`src/hw/rtl/pem_pkg.sv`:
```
// Shared types, constants and helpers for the pulse energy meter update core.
package pem_pkg;

	localparam int unsigned CountW = 24;
	localparam int unsigned MsW    = 16;
	localparam int unsigned CoefW  = 16;
	localparam int unsigned WordW  = 32;

	localparam logic [CountW-1:0] PulseClamp = 24'd4000000;
	localparam logic [9:0]        ScaleStep  = 10'd1000;
	localparam logic [14:0]       PowerMax   = 15'd32767;
	localparam logic [15:0]       HeldMax    = 16'd65535;

	localparam logic [CoefW-1:0] PowerCoefRst   = 16'd122;
	localparam logic [CoefW-1:0] VoltageCoefRst = 16'd62;
	localparam logic [CoefW-1:0] CurrentCoefRst = 16'd30;
	localparam logic [CoefW-1:0] PulsesPerWhRst = 16'd1000;

	typedef enum logic [2:0] {
		REG_POWER_COEF    = 3'd0,
		REG_VOLTAGE_COEF  = 3'd1,
		REG_CURRENT_COEF  = 3'd2,
		REG_PULSES_PER_WH = 3'd3,
		REG_SELECT_LEVEL  = 3'd4
	} cfg_reg_t;

	// sequencer: each working state waits for one pass of the shared divider
	typedef enum logic [3:0] {
		ST_IDLE,
		ST_PWR_Q,   // clamped power count * 1000 / ms
		ST_PWR_R,   // remainder * 1000 / ms
		ST_PWR_DIV, // power frequency / power_coef
		ST_ENERGY,  // residual pulses / pulse_per_whr
		ST_AUX_Q,
		ST_AUX_R,
		ST_AUX_DIV, // aux frequency / current or voltage coef
		ST_OUT
	} seq_state_t;

	// x * 1000 modulo 2^32
	function automatic logic [WordW-1:0] mul_scale(input logic [WordW-1:0] x);
		logic [WordW+9:0] p;
		p = {10'd0, x} * {{WordW{1'b0}}, ScaleStep};
		return p[WordW-1:0];
	endfunction

	// clamp a raw count and scale it; the result stays below 2^32
	function automatic logic [WordW-1:0] scaled_count(input logic [CountW-1:0] c);
		logic [CountW-1:0] cc;
		cc = (c > PulseClamp) ? PulseClamp : c;
		return mul_scale({{(WordW-CountW){1'b0}}, cc});
	endfunction

endpackage

```
`src/hw/rtl/pulse_energy_meter_update_core.sv`:
```
// Pulse energy meter update: per-window frequency, power, voltage/current and energy.
// Each window transfer runs seven 32-bit by 16-bit divisions in sequence on one shared
// restoring divider that retires one quotient bit per cycle. The block accepts no new
// window until the result has been loaded into the output register. A result may wait in
// that register while the next window is accepted and worked on.
module pulse_energy_meter_update_core (
	input  logic         clk,
	input  logic         arst_n,
	input  logic         cfg_we,
	input  logic [2:0]   cfg_addr,
	input  logic [15:0]  cfg_wdata,
	input  logic         s_axis_tvalid,
	output logic         s_axis_tready,
	// power_pulses[23:0], aux_pulses[47:24], window_ms[63:48]
	input  logic [63:0]  s_axis_tdata,
	output logic         m_axis_tvalid,
	input  logic         m_axis_tready,
	// power_deca[14:0], volt_deci[30:15], amps_milli[46:31], whr_count[78:47],
	// energy_pulse_total[110:79], updated_current[111], select_level[112], zeros above
	output logic [119:0] m_axis_tdata
);

	// configuration
	logic [15:0] power_coef_q, voltage_coef_q, current_coef_q, pulse_per_whr_q;
	logic        sel_cur_q;

	always_ff @(posedge clk or negedge arst_n) begin
		if (!arst_n) begin
			power_coef_q    <= pem_pkg::PowerCoefRst;
			voltage_coef_q  <= pem_pkg::VoltageCoefRst;
			current_coef_q  <= pem_pkg::CurrentCoefRst;
			pulse_per_whr_q <= pem_pkg::PulsesPerWhRst;
			sel_cur_q       <= 1'b0;
		end else if (cfg_we) begin
			case (pem_pkg::cfg_reg_t'(cfg_addr))
				pem_pkg::REG_POWER_COEF:    power_coef_q    <= cfg_wdata;
				pem_pkg::REG_VOLTAGE_COEF:  voltage_coef_q  <= cfg_wdata;
				pem_pkg::REG_CURRENT_COEF:  current_coef_q  <= cfg_wdata;
				pem_pkg::REG_PULSES_PER_WH: pulse_per_whr_q <= cfg_wdata;
				pem_pkg::REG_SELECT_LEVEL:  sel_cur_q       <= cfg_wdata[0];
				default: ;
			endcase
		end
	end

	// shared restoring divider
	logic [31:0] dq_q;
	logic [15:0] dr_q;
	logic [15:0] dd_q;
	logic [4:0]  dcnt_q;
	logic        dbusy_q, ddone_q;
	logic        div_start;
	logic [31:0] div_num;
	logic [15:0] div_den;
	logic [16:0] trial;
	logic        trial_ge;
	logic [16:0] trial_diff;

	assign trial      = {dr_q, dq_q[31]};
	assign trial_ge   = trial >= {1'b0, dd_q};
	assign trial_diff = trial - {1'b0, dd_q};

	always_ff @(posedge clk or negedge arst_n) begin
		if (!arst_n) begin
			dbusy_q <= 1'b0;
			ddone_q <= 1'b0;
			dcnt_q  <= '0;
		end else begin
			ddone_q <= 1'b0;
			if (div_start) begin
				dbusy_q <= 1'b1;
				dcnt_q  <= '0;
			end else if (dbusy_q) begin
				dcnt_q <= dcnt_q + 5'd1;
				if (dcnt_q == 5'd31) begin
					dbusy_q <= 1'b0;
					ddone_q <= 1'b1;
				end
			end
		end
	end

	always_ff @(posedge clk) begin
		if (div_start) begin
			dq_q <= div_num;
			dr_q <= '0;
			dd_q <= div_den;
		end else if (dbusy_q) begin
			dq_q <= {dq_q[30:0], trial_ge};
			dr_q <= trial_ge ? trial_diff[15:0] : trial[15:0];
		end
	end

	// window operands and working registers
	pem_pkg::seq_state_t state_q, state_d;
	logic [23:0] pp_q, ap_q;
	logic [15:0] ms_q;
	logic [31:0] acc_q;
	logic [14:0] power_q;
	logic [31:0] freq;
	logic        hs_in;

	logic        meas_cur_q;
	logic [31:0] residual_q, wh_q, total_q;
	logic [15:0] held_v_q, held_c_q;

	assign s_axis_tready = (state_q == pem_pkg::ST_IDLE);
	assign hs_in         = s_axis_tvalid && s_axis_tready;
	// q*1000 + (r*1000)/ms, zero for an empty window
	assign freq          = (ms_q == '0) ? '0 : acc_q + dq_q;

	always_ff @(posedge clk or negedge arst_n) begin
		if (!arst_n) state_q <= pem_pkg::ST_IDLE;
		else         state_q <= state_d;
	end

	always_comb begin
		state_d   = state_q;
		div_start = 1'b0;
		div_num   = '0;
		div_den   = '0;
		case (state_q)
			pem_pkg::ST_IDLE: begin
				if (hs_in) begin
					div_start = 1'b1;
					div_num   = pem_pkg::scaled_count(s_axis_tdata[23:0]);
					div_den   = s_axis_tdata[63:48];
					state_d   = pem_pkg::ST_PWR_Q;
				end
			end
			pem_pkg::ST_PWR_Q, pem_pkg::ST_AUX_Q: begin
				if (ddone_q) begin
					div_start = 1'b1;
					div_num   = pem_pkg::mul_scale({16'd0, dr_q});
					div_den   = ms_q;
					state_d   = (state_q == pem_pkg::ST_PWR_Q) ? pem_pkg::ST_PWR_R
					                                           : pem_pkg::ST_AUX_R;
				end
			end
			pem_pkg::ST_PWR_R: begin
				if (ddone_q) begin
					div_start = 1'b1;
					div_num   = freq;
					div_den   = power_coef_q;
					state_d   = pem_pkg::ST_PWR_DIV;
				end
			end
			pem_pkg::ST_PWR_DIV: begin
				if (ddone_q) begin
					div_start = 1'b1;
					div_num   = residual_q + {8'd0, pp_q};
					div_den   = pulse_per_whr_q;
					state_d   = pem_pkg::ST_ENERGY;
				end
			end
			pem_pkg::ST_ENERGY: begin
				if (ddone_q) begin
					div_start = 1'b1;
					div_num   = pem_pkg::scaled_count(ap_q);
					div_den   = ms_q;
					state_d   = pem_pkg::ST_AUX_Q;
				end
			end
			pem_pkg::ST_AUX_R: begin
				if (ddone_q) begin
					div_start = 1'b1;
					div_num   = freq;
					div_den   = meas_cur_q ? current_coef_q : voltage_coef_q;
					state_d   = pem_pkg::ST_AUX_DIV;
				end
			end
			pem_pkg::ST_AUX_DIV: begin
				if (ddone_q) state_d = pem_pkg::ST_OUT;
			end
			pem_pkg::ST_OUT: begin
				if (!m_axis_tvalid || m_axis_tready) state_d = pem_pkg::ST_IDLE;
			end
			default: state_d = pem_pkg::ST_IDLE;
		endcase
	end

	// payload captured per window
	always_ff @(posedge clk) begin
		if (hs_in) begin
			pp_q <= s_axis_tdata[23:0];
			ap_q <= s_axis_tdata[47:24];
			ms_q <= s_axis_tdata[63:48];
		end
		if (ddone_q && (state_q == pem_pkg::ST_PWR_Q || state_q == pem_pkg::ST_AUX_Q))
			acc_q <= pem_pkg::mul_scale(dq_q);
		if (ddone_q && state_q == pem_pkg::ST_PWR_DIV)
			power_q <= (dq_q > {17'd0, pem_pkg::PowerMax}) ? pem_pkg::PowerMax : dq_q[14:0];
	end

	// meter state
	always_ff @(posedge clk or negedge arst_n) begin
		if (!arst_n) begin
			meas_cur_q <= 1'b1;
			residual_q <= '0;
			wh_q       <= '0;
			total_q    <= '0;
			held_v_q   <= '0;
			held_c_q   <= '0;
		end else if (ddone_q) begin
			case (state_q)
				pem_pkg::ST_PWR_DIV: begin
					total_q    <= total_q + {8'd0, pp_q};
					residual_q <= residual_q + {8'd0, pp_q};
				end
				pem_pkg::ST_ENERGY: begin
					// no conversion while the pulses-per-watt-hour coef is zero
					if (pulse_per_whr_q != '0) begin
						wh_q       <= wh_q + dq_q;
						residual_q <= {16'd0, dr_q};
					end
				end
				pem_pkg::ST_AUX_DIV: begin
					if (meas_cur_q)
						held_c_q <= (dq_q > {16'd0, pem_pkg::HeldMax}) ? pem_pkg::HeldMax
						                                               : dq_q[15:0];
					else
						held_v_q <= (dq_q > {16'd0, pem_pkg::HeldMax}) ? pem_pkg::HeldMax
						                                               : dq_q[15:0];
					meas_cur_q <= ~meas_cur_q;
				end
				default: ;
			endcase
		end
	end

	// output register
	logic        out_load;
	logic        m_valid_q;
	logic [119:0] m_data_q;

	assign out_load = (state_q == pem_pkg::ST_OUT) && (!m_valid_q || m_axis_tready);

	always_ff @(posedge clk or negedge arst_n) begin
		if (!arst_n)            m_valid_q <= 1'b0;
		else if (out_load)      m_valid_q <= 1'b1;
		else if (m_axis_tready) m_valid_q <= 1'b0;
	end

	always_ff @(posedge clk) begin
		if (out_load)
			m_data_q <= {7'd0,
			             (meas_cur_q ? sel_cur_q : ~sel_cur_q),
			             ~meas_cur_q,
			             total_q,
			             wh_q,
			             held_c_q,
			             held_v_q,
			             power_q};
	end

	assign m_axis_tvalid = m_valid_q;
	assign m_axis_tdata  = m_data_q;

`ifndef SYNTHESIS
	a_start_idle_div: assert property (@(posedge clk) disable iff (!arst_n)
		div_start |-> !dbusy_q)
		else $error("divider restarted while busy");
	a_ready_div_idle: assert property (@(posedge clk) disable iff (!arst_n)
		s_axis_tready |-> (!dbusy_q && !ddone_q))
		else $error("input ready while divider active");
	a_one_window: assert property (@(posedge clk) disable iff (!arst_n)
		hs_in |=> (!s_axis_tready && dbusy_q))
		else $error("window transfer did not launch the divider");
	a_out_from_seq: assert property (@(posedge clk) disable iff (!arst_n)
		$rose(m_axis_tvalid) |-> $past(state_q == pem_pkg::ST_OUT))
		else $error("result appeared outside the output step");
`endif

endmodule

```
`config.mk`:
```
export PLATFORM = sky130hd
export DESIGN_NAME = pulse_energy_meter_update_core
export DESIGN_NICKNAME = d
export VERILOG_FILES = /design/src/hw/rtl/pem_pkg.sv /design/src/hw/rtl/pulse_energy_meter_update_core.sv
export SDC_FILE = /design/constraint.sdc
export NUM_CORES = 2
export LEC_CHECK = 0
export BUFFER_PORTS_ARGS = -buffer_cell sky130_fd_sc_hd__buf_2
export CAP_MARGIN = 25
export CORE_MARGIN = 2
export CORE_UTILIZATION = 35
export CTS_CLUSTER_DIAMETER = 80
export CTS_CLUSTER_SIZE = 10
export DETAILED_ROUTE_END_ITERATION = 8
export GPL_TIMING_DRIVEN = 1
export PLACE_DENSITY = 0.5
export REMOVE_ABC_BUFFERS = 1
export SKIP_CTS_REPAIR_TIMING = 1
export SYNTH_ARGS = -nofsm -noshare
export SYNTH_HDL_FRONTEND = slang
export SYNTH_SLANG_ARGS = --single-unit
```
`constraint.sdc`:
```
create_clock -name clk -period 6.2 [get_ports clk]
set_input_delay 0.62 -clock clk [delete_from_list [all_inputs] [get_ports clk]]
set_output_delay 0.62 -clock clk [all_outputs]
set_load 0.05 [all_outputs]
```
After elaboration in Yosys (flattened, before gate mapping)

Index checks and enable logic that the tools add are counted.

Register bits: 491
Memory bits (read-only): 0
Output and inout bits: 122
Memories kept: 0
Latch bits: 0
Bits in writable memories: 0
Logic and storage cells: 140

Reductions and logical operators: 30
Multipliers: 4
Bitwise logic cells: 2
$lt $le $gt $ge: 5
Shift-type cells: 0
Muxes and demuxes: 46
Divide/modulo/power cells: 0
Add/sub/neg operators: 6
Equality and inequality tests: 22

Operators by type and width:

| cell                    | count |
|---|---|
| $mux W32                | 8 |
| $pmux W32 S5            | 1 |
| $mux W16                | 8 |
| $pmux W16 S5            | 1 |
| $add A32 B24 Y32        | 2 |
| $add A32 B32 Y32        | 2 |
| $pmux W32 S2            | 1 |
| $mul A24 B7 Y29 const B | 2 |
| $gt A24 B22 Y1 const B  | 2 |
| $mux W24                | 2 |
| $gt A32 B15 Y1 const B  | 1 |
| $gt A32 B16 Y1 const B  | 1 |
| $mul A32 B7 Y29 const B | 1 |
| $mux W4                 | 8 |
| $pmux W4 S8             | 1 |
| $mux W26                | 1 |
| $mul A16 B7 Y23 const B | 1 |
| $ge A17 B16 Y1          | 1 |
| $eq A4 B3 Y1 const B    | 4 |
| $logic_not A16 Y1       | 1 |
| $reduce_bool A16 Y1     | 1 |
| $sub A16 B16 Y16        | 1 |
| $ne A2 B2 Y1 const B    | 7 |
| $reduce_and A2 Y1       | 7 |
| other kinds (25)        | 50 |

Longest topological paths before layout

Word-level depth: 6
Depth in mapped cells: 31

Worst setup path before layout

No wires, ideal clock.

Path kind: input to register
Start: in s_axis_tdata[4]
End: reg dq_q[27], data pin
Cell stages on the path: 27
Path slack: -0.761 ns
Data required time: 5.930 ns
Arrival: 6.690 ns
Cells stage by stage: nor4_1 -> a21boi_0 -> o31ai_1 -> nand2_1 -> a21oi_1 -> nor2_1 -> nor3_1 -> clkbuf_1 -> nand2_1 -> inv_1 -> fa_1 -> inv_1 -> fa_1 -> fa_1 -> fa_1 -> inv_1 -> ha_1 -> a21o_1 -> a21o_1 -> a2111oi_0 -> a211oi_1 -> a31o_2 -> a2111oi_2 -> nor2_1 -> xor2_1 -> a22oi_1 -> nand4_1

Word-level cells in the longest chain between the ends: 6

RTL lines:

| element              | line                                  | text |
|---|---|---|
| from (decl)          | pulse_energy_meter_update_core.sv:15  | `input logic [63:0] s_axis_tdata,` |
| $gt A24 B22 Y1       | pem_pkg.sv:50                         | `cc = (c > PulseClamp) ? PulseClamp : c;` |
| $mux W24 (*)         | pem_pkg.sv:50                         |  |
| $mul A24 B7 Y29 (*)  | pem_pkg.sv:43                         | `p = {10'd0, x} * {{WordW{1'b0}}, ScaleStep};` |
| $mux W32 (*)         | pulse_energy_meter_update_core.sv:124 | `if (hs_in) begin` |
| $pmux W32 S5 (*)     | pulse_energy_meter_update_core.sv:122 | `case (state_q)` |
| $mux W32 (*)         | pulse_energy_meter_update_core.sv:84  | `if (div_start) begin` |
| to (signal assigned) | pulse_energy_meter_update_core.sv:85  | `dq_q <= div_num;` |
| to (signal assigned) | pulse_energy_meter_update_core.sv:89  | `dq_q <= {dq_q[30:0], trial_ge};` |
| to (decl)            | pulse_energy_meter_update_core.sv:47  | `logic [31:0] dq_q;` |

Every way passes the cells marked *; elsewhere a longest branch is shown, timed or not.
A chain may end at the register's enable or synchronous reset.

Worst setup path after layout

Start: reg ap_q[5]
End: reg dq_q[30], data pin

Word-level cells in the longest chain between the ends: 6

RTL lines:

| element                | line                                  | text |
|---|---|---|
| from (decl)            | pulse_energy_meter_update_core.sv:96  | `logic [23:0] pp_q, ap_q;` |
| from (signal assigned) | pulse_energy_meter_update_core.sv:186 | `ap_q <= s_axis_tdata[47:24];` |
| $gt A24 B22 Y1         | pem_pkg.sv:50                         |  |
| $mux W24 (*)           | pem_pkg.sv:50                         |  |
| $mul A24 B7 Y29 (*)    | pem_pkg.sv:43                         |  |
| $mux W32 (*)           | pulse_energy_meter_update_core.sv:157 | `if (ddone_q) begin` |
| $pmux W32 S5 (*)       | pulse_energy_meter_update_core.sv:122 |  |
| $mux W32 (*)           | pulse_energy_meter_update_core.sv:84  |  |

Marked as above.

==> flow_summary.ini <==
[drt]
detail-route-antenna-nets = 0
vias_per_cell = 4.97
via_count = 28600
first_iter_violations = 1519
drc_errors = 0
wl_per_cell_um = 18.8
drtPass1Iterations = 7
wirelength_um = 108000

[worst_setup_path]
crit_arrival_ps = 6810
worstSetupPathType = register to register
slowest_stage = fa_2
cp_max_fo = 8
critPathLaunchType = register
critPathCaptureType = register
critPathRequiredTime_ps = 6600
slowest_delay_ps = 580

[timing]
max_slew_margin_pct = 27.5
timing.final.crit_share_pct = 103
finalSetupTns_ps = -992
drv_slew = 0
rsz0062_at_grt = true
setup_viol = 10
whs_ps = 146
skew_ps = 39.2
hold_viol_final = 0
clock.fmax_mhz = 156
period_minus_slack_ps = 6410
setup_ws_ps = -209
tightestPinTransition_ps = 1080

[yosys]
synthTopCellsByCount = inv_1 (451), ha_1 (354), fa_1 (311), nand2_1 (287), edfxtp_1 (269)
synth-compound-area-share_pct = 14.0
yosys-top-cells-area = edfxtp_1 (21%), fa_1 (16%), dfrtp_1 (12%)
yosysTopAreaCell = edfxtp_1
synth-adder-area-share_pct = 27.5
ys_seq_area_share_pct = 34.9
ys_ff_latch = 491
synth_top_family_by_area = adder cells
synth_top_area_share_pct = 20.8
ys.flop_type = edfxtp_1
syn-instance-count = 3680
syn_area_um2 = 38900
synth.most_common_cell = inv_1
synth_xor_area_share_pct = 5.25
syn_avg_cell_area_um2 = 10.6
async_flop_share_pct = 42.0
yosysUniqueCellTypes = 93
ys_warn_count = 0
synth.area.mux_share_pct = 3.06
synthSimpleGateAreaFrac_pct = 9.66
synth-edff-count = 269

[clock_network]
cts_buffers = 60
cts_max_level = 2
cts.clk_slew.worst_paths_ps = 60
clk_latency_ps = 680
cts_root_buf = clkbuf_16
cts.sinks = 491
cts_tree = done
cts_buffer_depth = 3

[grt]
grt_overflow = 0
grt_pass1_wl_um = 167000
grt_max_degree = 88
grt_usage_pct = 19.1
grt_pass1_vias = 28400
antenna_found_initial = 3

[floorplanning]
initial_core_util_pct = 35.2
die_area_um2 = 114000
die_w_um = 337
core_area_um2 = 110000
die_h_um = 337
rows = 122
ioPinCount = 210

[cells_and_area]
design_area_um2 = 47300
fin_util_pct = 42.9
fin_nets = 4974
areaGrowthSynthToFinish_pct = 21.6
final_layout_size_suffix_gt1_share_pct = 22.7

[placement]
gp_congestion = 0.878
dpl.hpwl_um = 84500
place_area_um2 = 43900
io_buffers = 202

[run_status]
violations = setup timing
status = complete, but fails checks

[run]
cap_viol_max_count = 0

[worst_hold_path]
hp-class = primary input to register
-- per-layer routing --
layer / wire [um] / vias to the layer above / global-route usage [%]
met1: 49000 / 14100 / 25.7
met3: 4280 / 110 / 2.74
met5: 0 / - / 0
met2: 52700 / 465 / 32.4
met4: 2170 / 0 / 4.16
li1: - / 13900 / -
-- sequential cells by signal (all words and copies together), names as in the netlist, 15 cells and up --
signal           cells
dr_q                16
pp_q                24
ap_q                24
m_axis_tdata       113
dd_q                16
power_coef_q        16
power_q             15
residual_q          32
voltage_coef_q      16
dq_q                32
total_q             32
acc_q               29
ms_q                16
held_c_q            16
current_coef_q      16
wh_q                32
held_v_q            16
pulse_per_whr_q     16
-- kinds of logic after synthesis --
kind of cell,Yosys count
XOR/XNOR,233
multiplexers,110
buffers and inverters,561
AND/OR/NAND/NOR,791
adder cells (fa/ha/maj),670
other,2
flip-flops,491
AO/OA/AOI/OAI,822
-- critical path, delay by kind of cell, from the launching register on --
family | cells | cell delay, ps
AO/OA/AOI/OAI | 11 | 2160
adder cells (fa/ha/maj) | 5 | 1820
AND/OR/NAND/NOR | 7 | 1030
XOR/XNOR | 1 | 180
buffers and inverters | 4 | 550
flip-flops | 1 | 430
-- worst paths after layout --
check	from	end	slack (ps)	cells after the start
min in group asynchronous	arst_n	total_q[19]	540	2
max in group asynchronous	arst_n	held_c_q[1]	4350	3
setup / recovery	ap_q[5]	dq_q[30]	-210	28
hold reg to reg	power_q[10]	m_axis_tdata[10]	420	0
setup reg to reg	ap_q[5]	dq_q[30]	-210	28
hold / removal	s_axis_tdata[30]	ap_q[6]	150	1
-- cell type report --
cell class	instances	area, um2
clock inverters	13	156
inverters	453	1710
clock buffers	101	1690
flip-flops and latches	491	13600
well taps	1488	1860
fillers	10700	63100
multi-input cells	2655	24400
diodes	1	2.50
repair buffers	560	3870
-- cell usage in the layout (no fill, tap or decap), types with 115 or more instances in the layout --
master    count
inv_1       418
buf_4       334
ha_1        327
fa_1        295
nand2_1     270
edfxtp_1    269
buf_2       201
dfrtp_1     185
a21oi_1     182
o21ai_0     177
nor2_1      165
xnor2_1     131
a21o_1      115
-- metrics by stage --
step | setup WS, ps | instances
finish | -209 | 5762
global route | -483 | 5761
CTS | -635 | 5727
detailed placement | -1070 | 5613
global placement | -973 | 5613
floorplan | -2080 | 3599
Power is left out: the tool's default activity adds up to more than one toggle a clock period on the data nets, which glitch-free logic cannot reach.
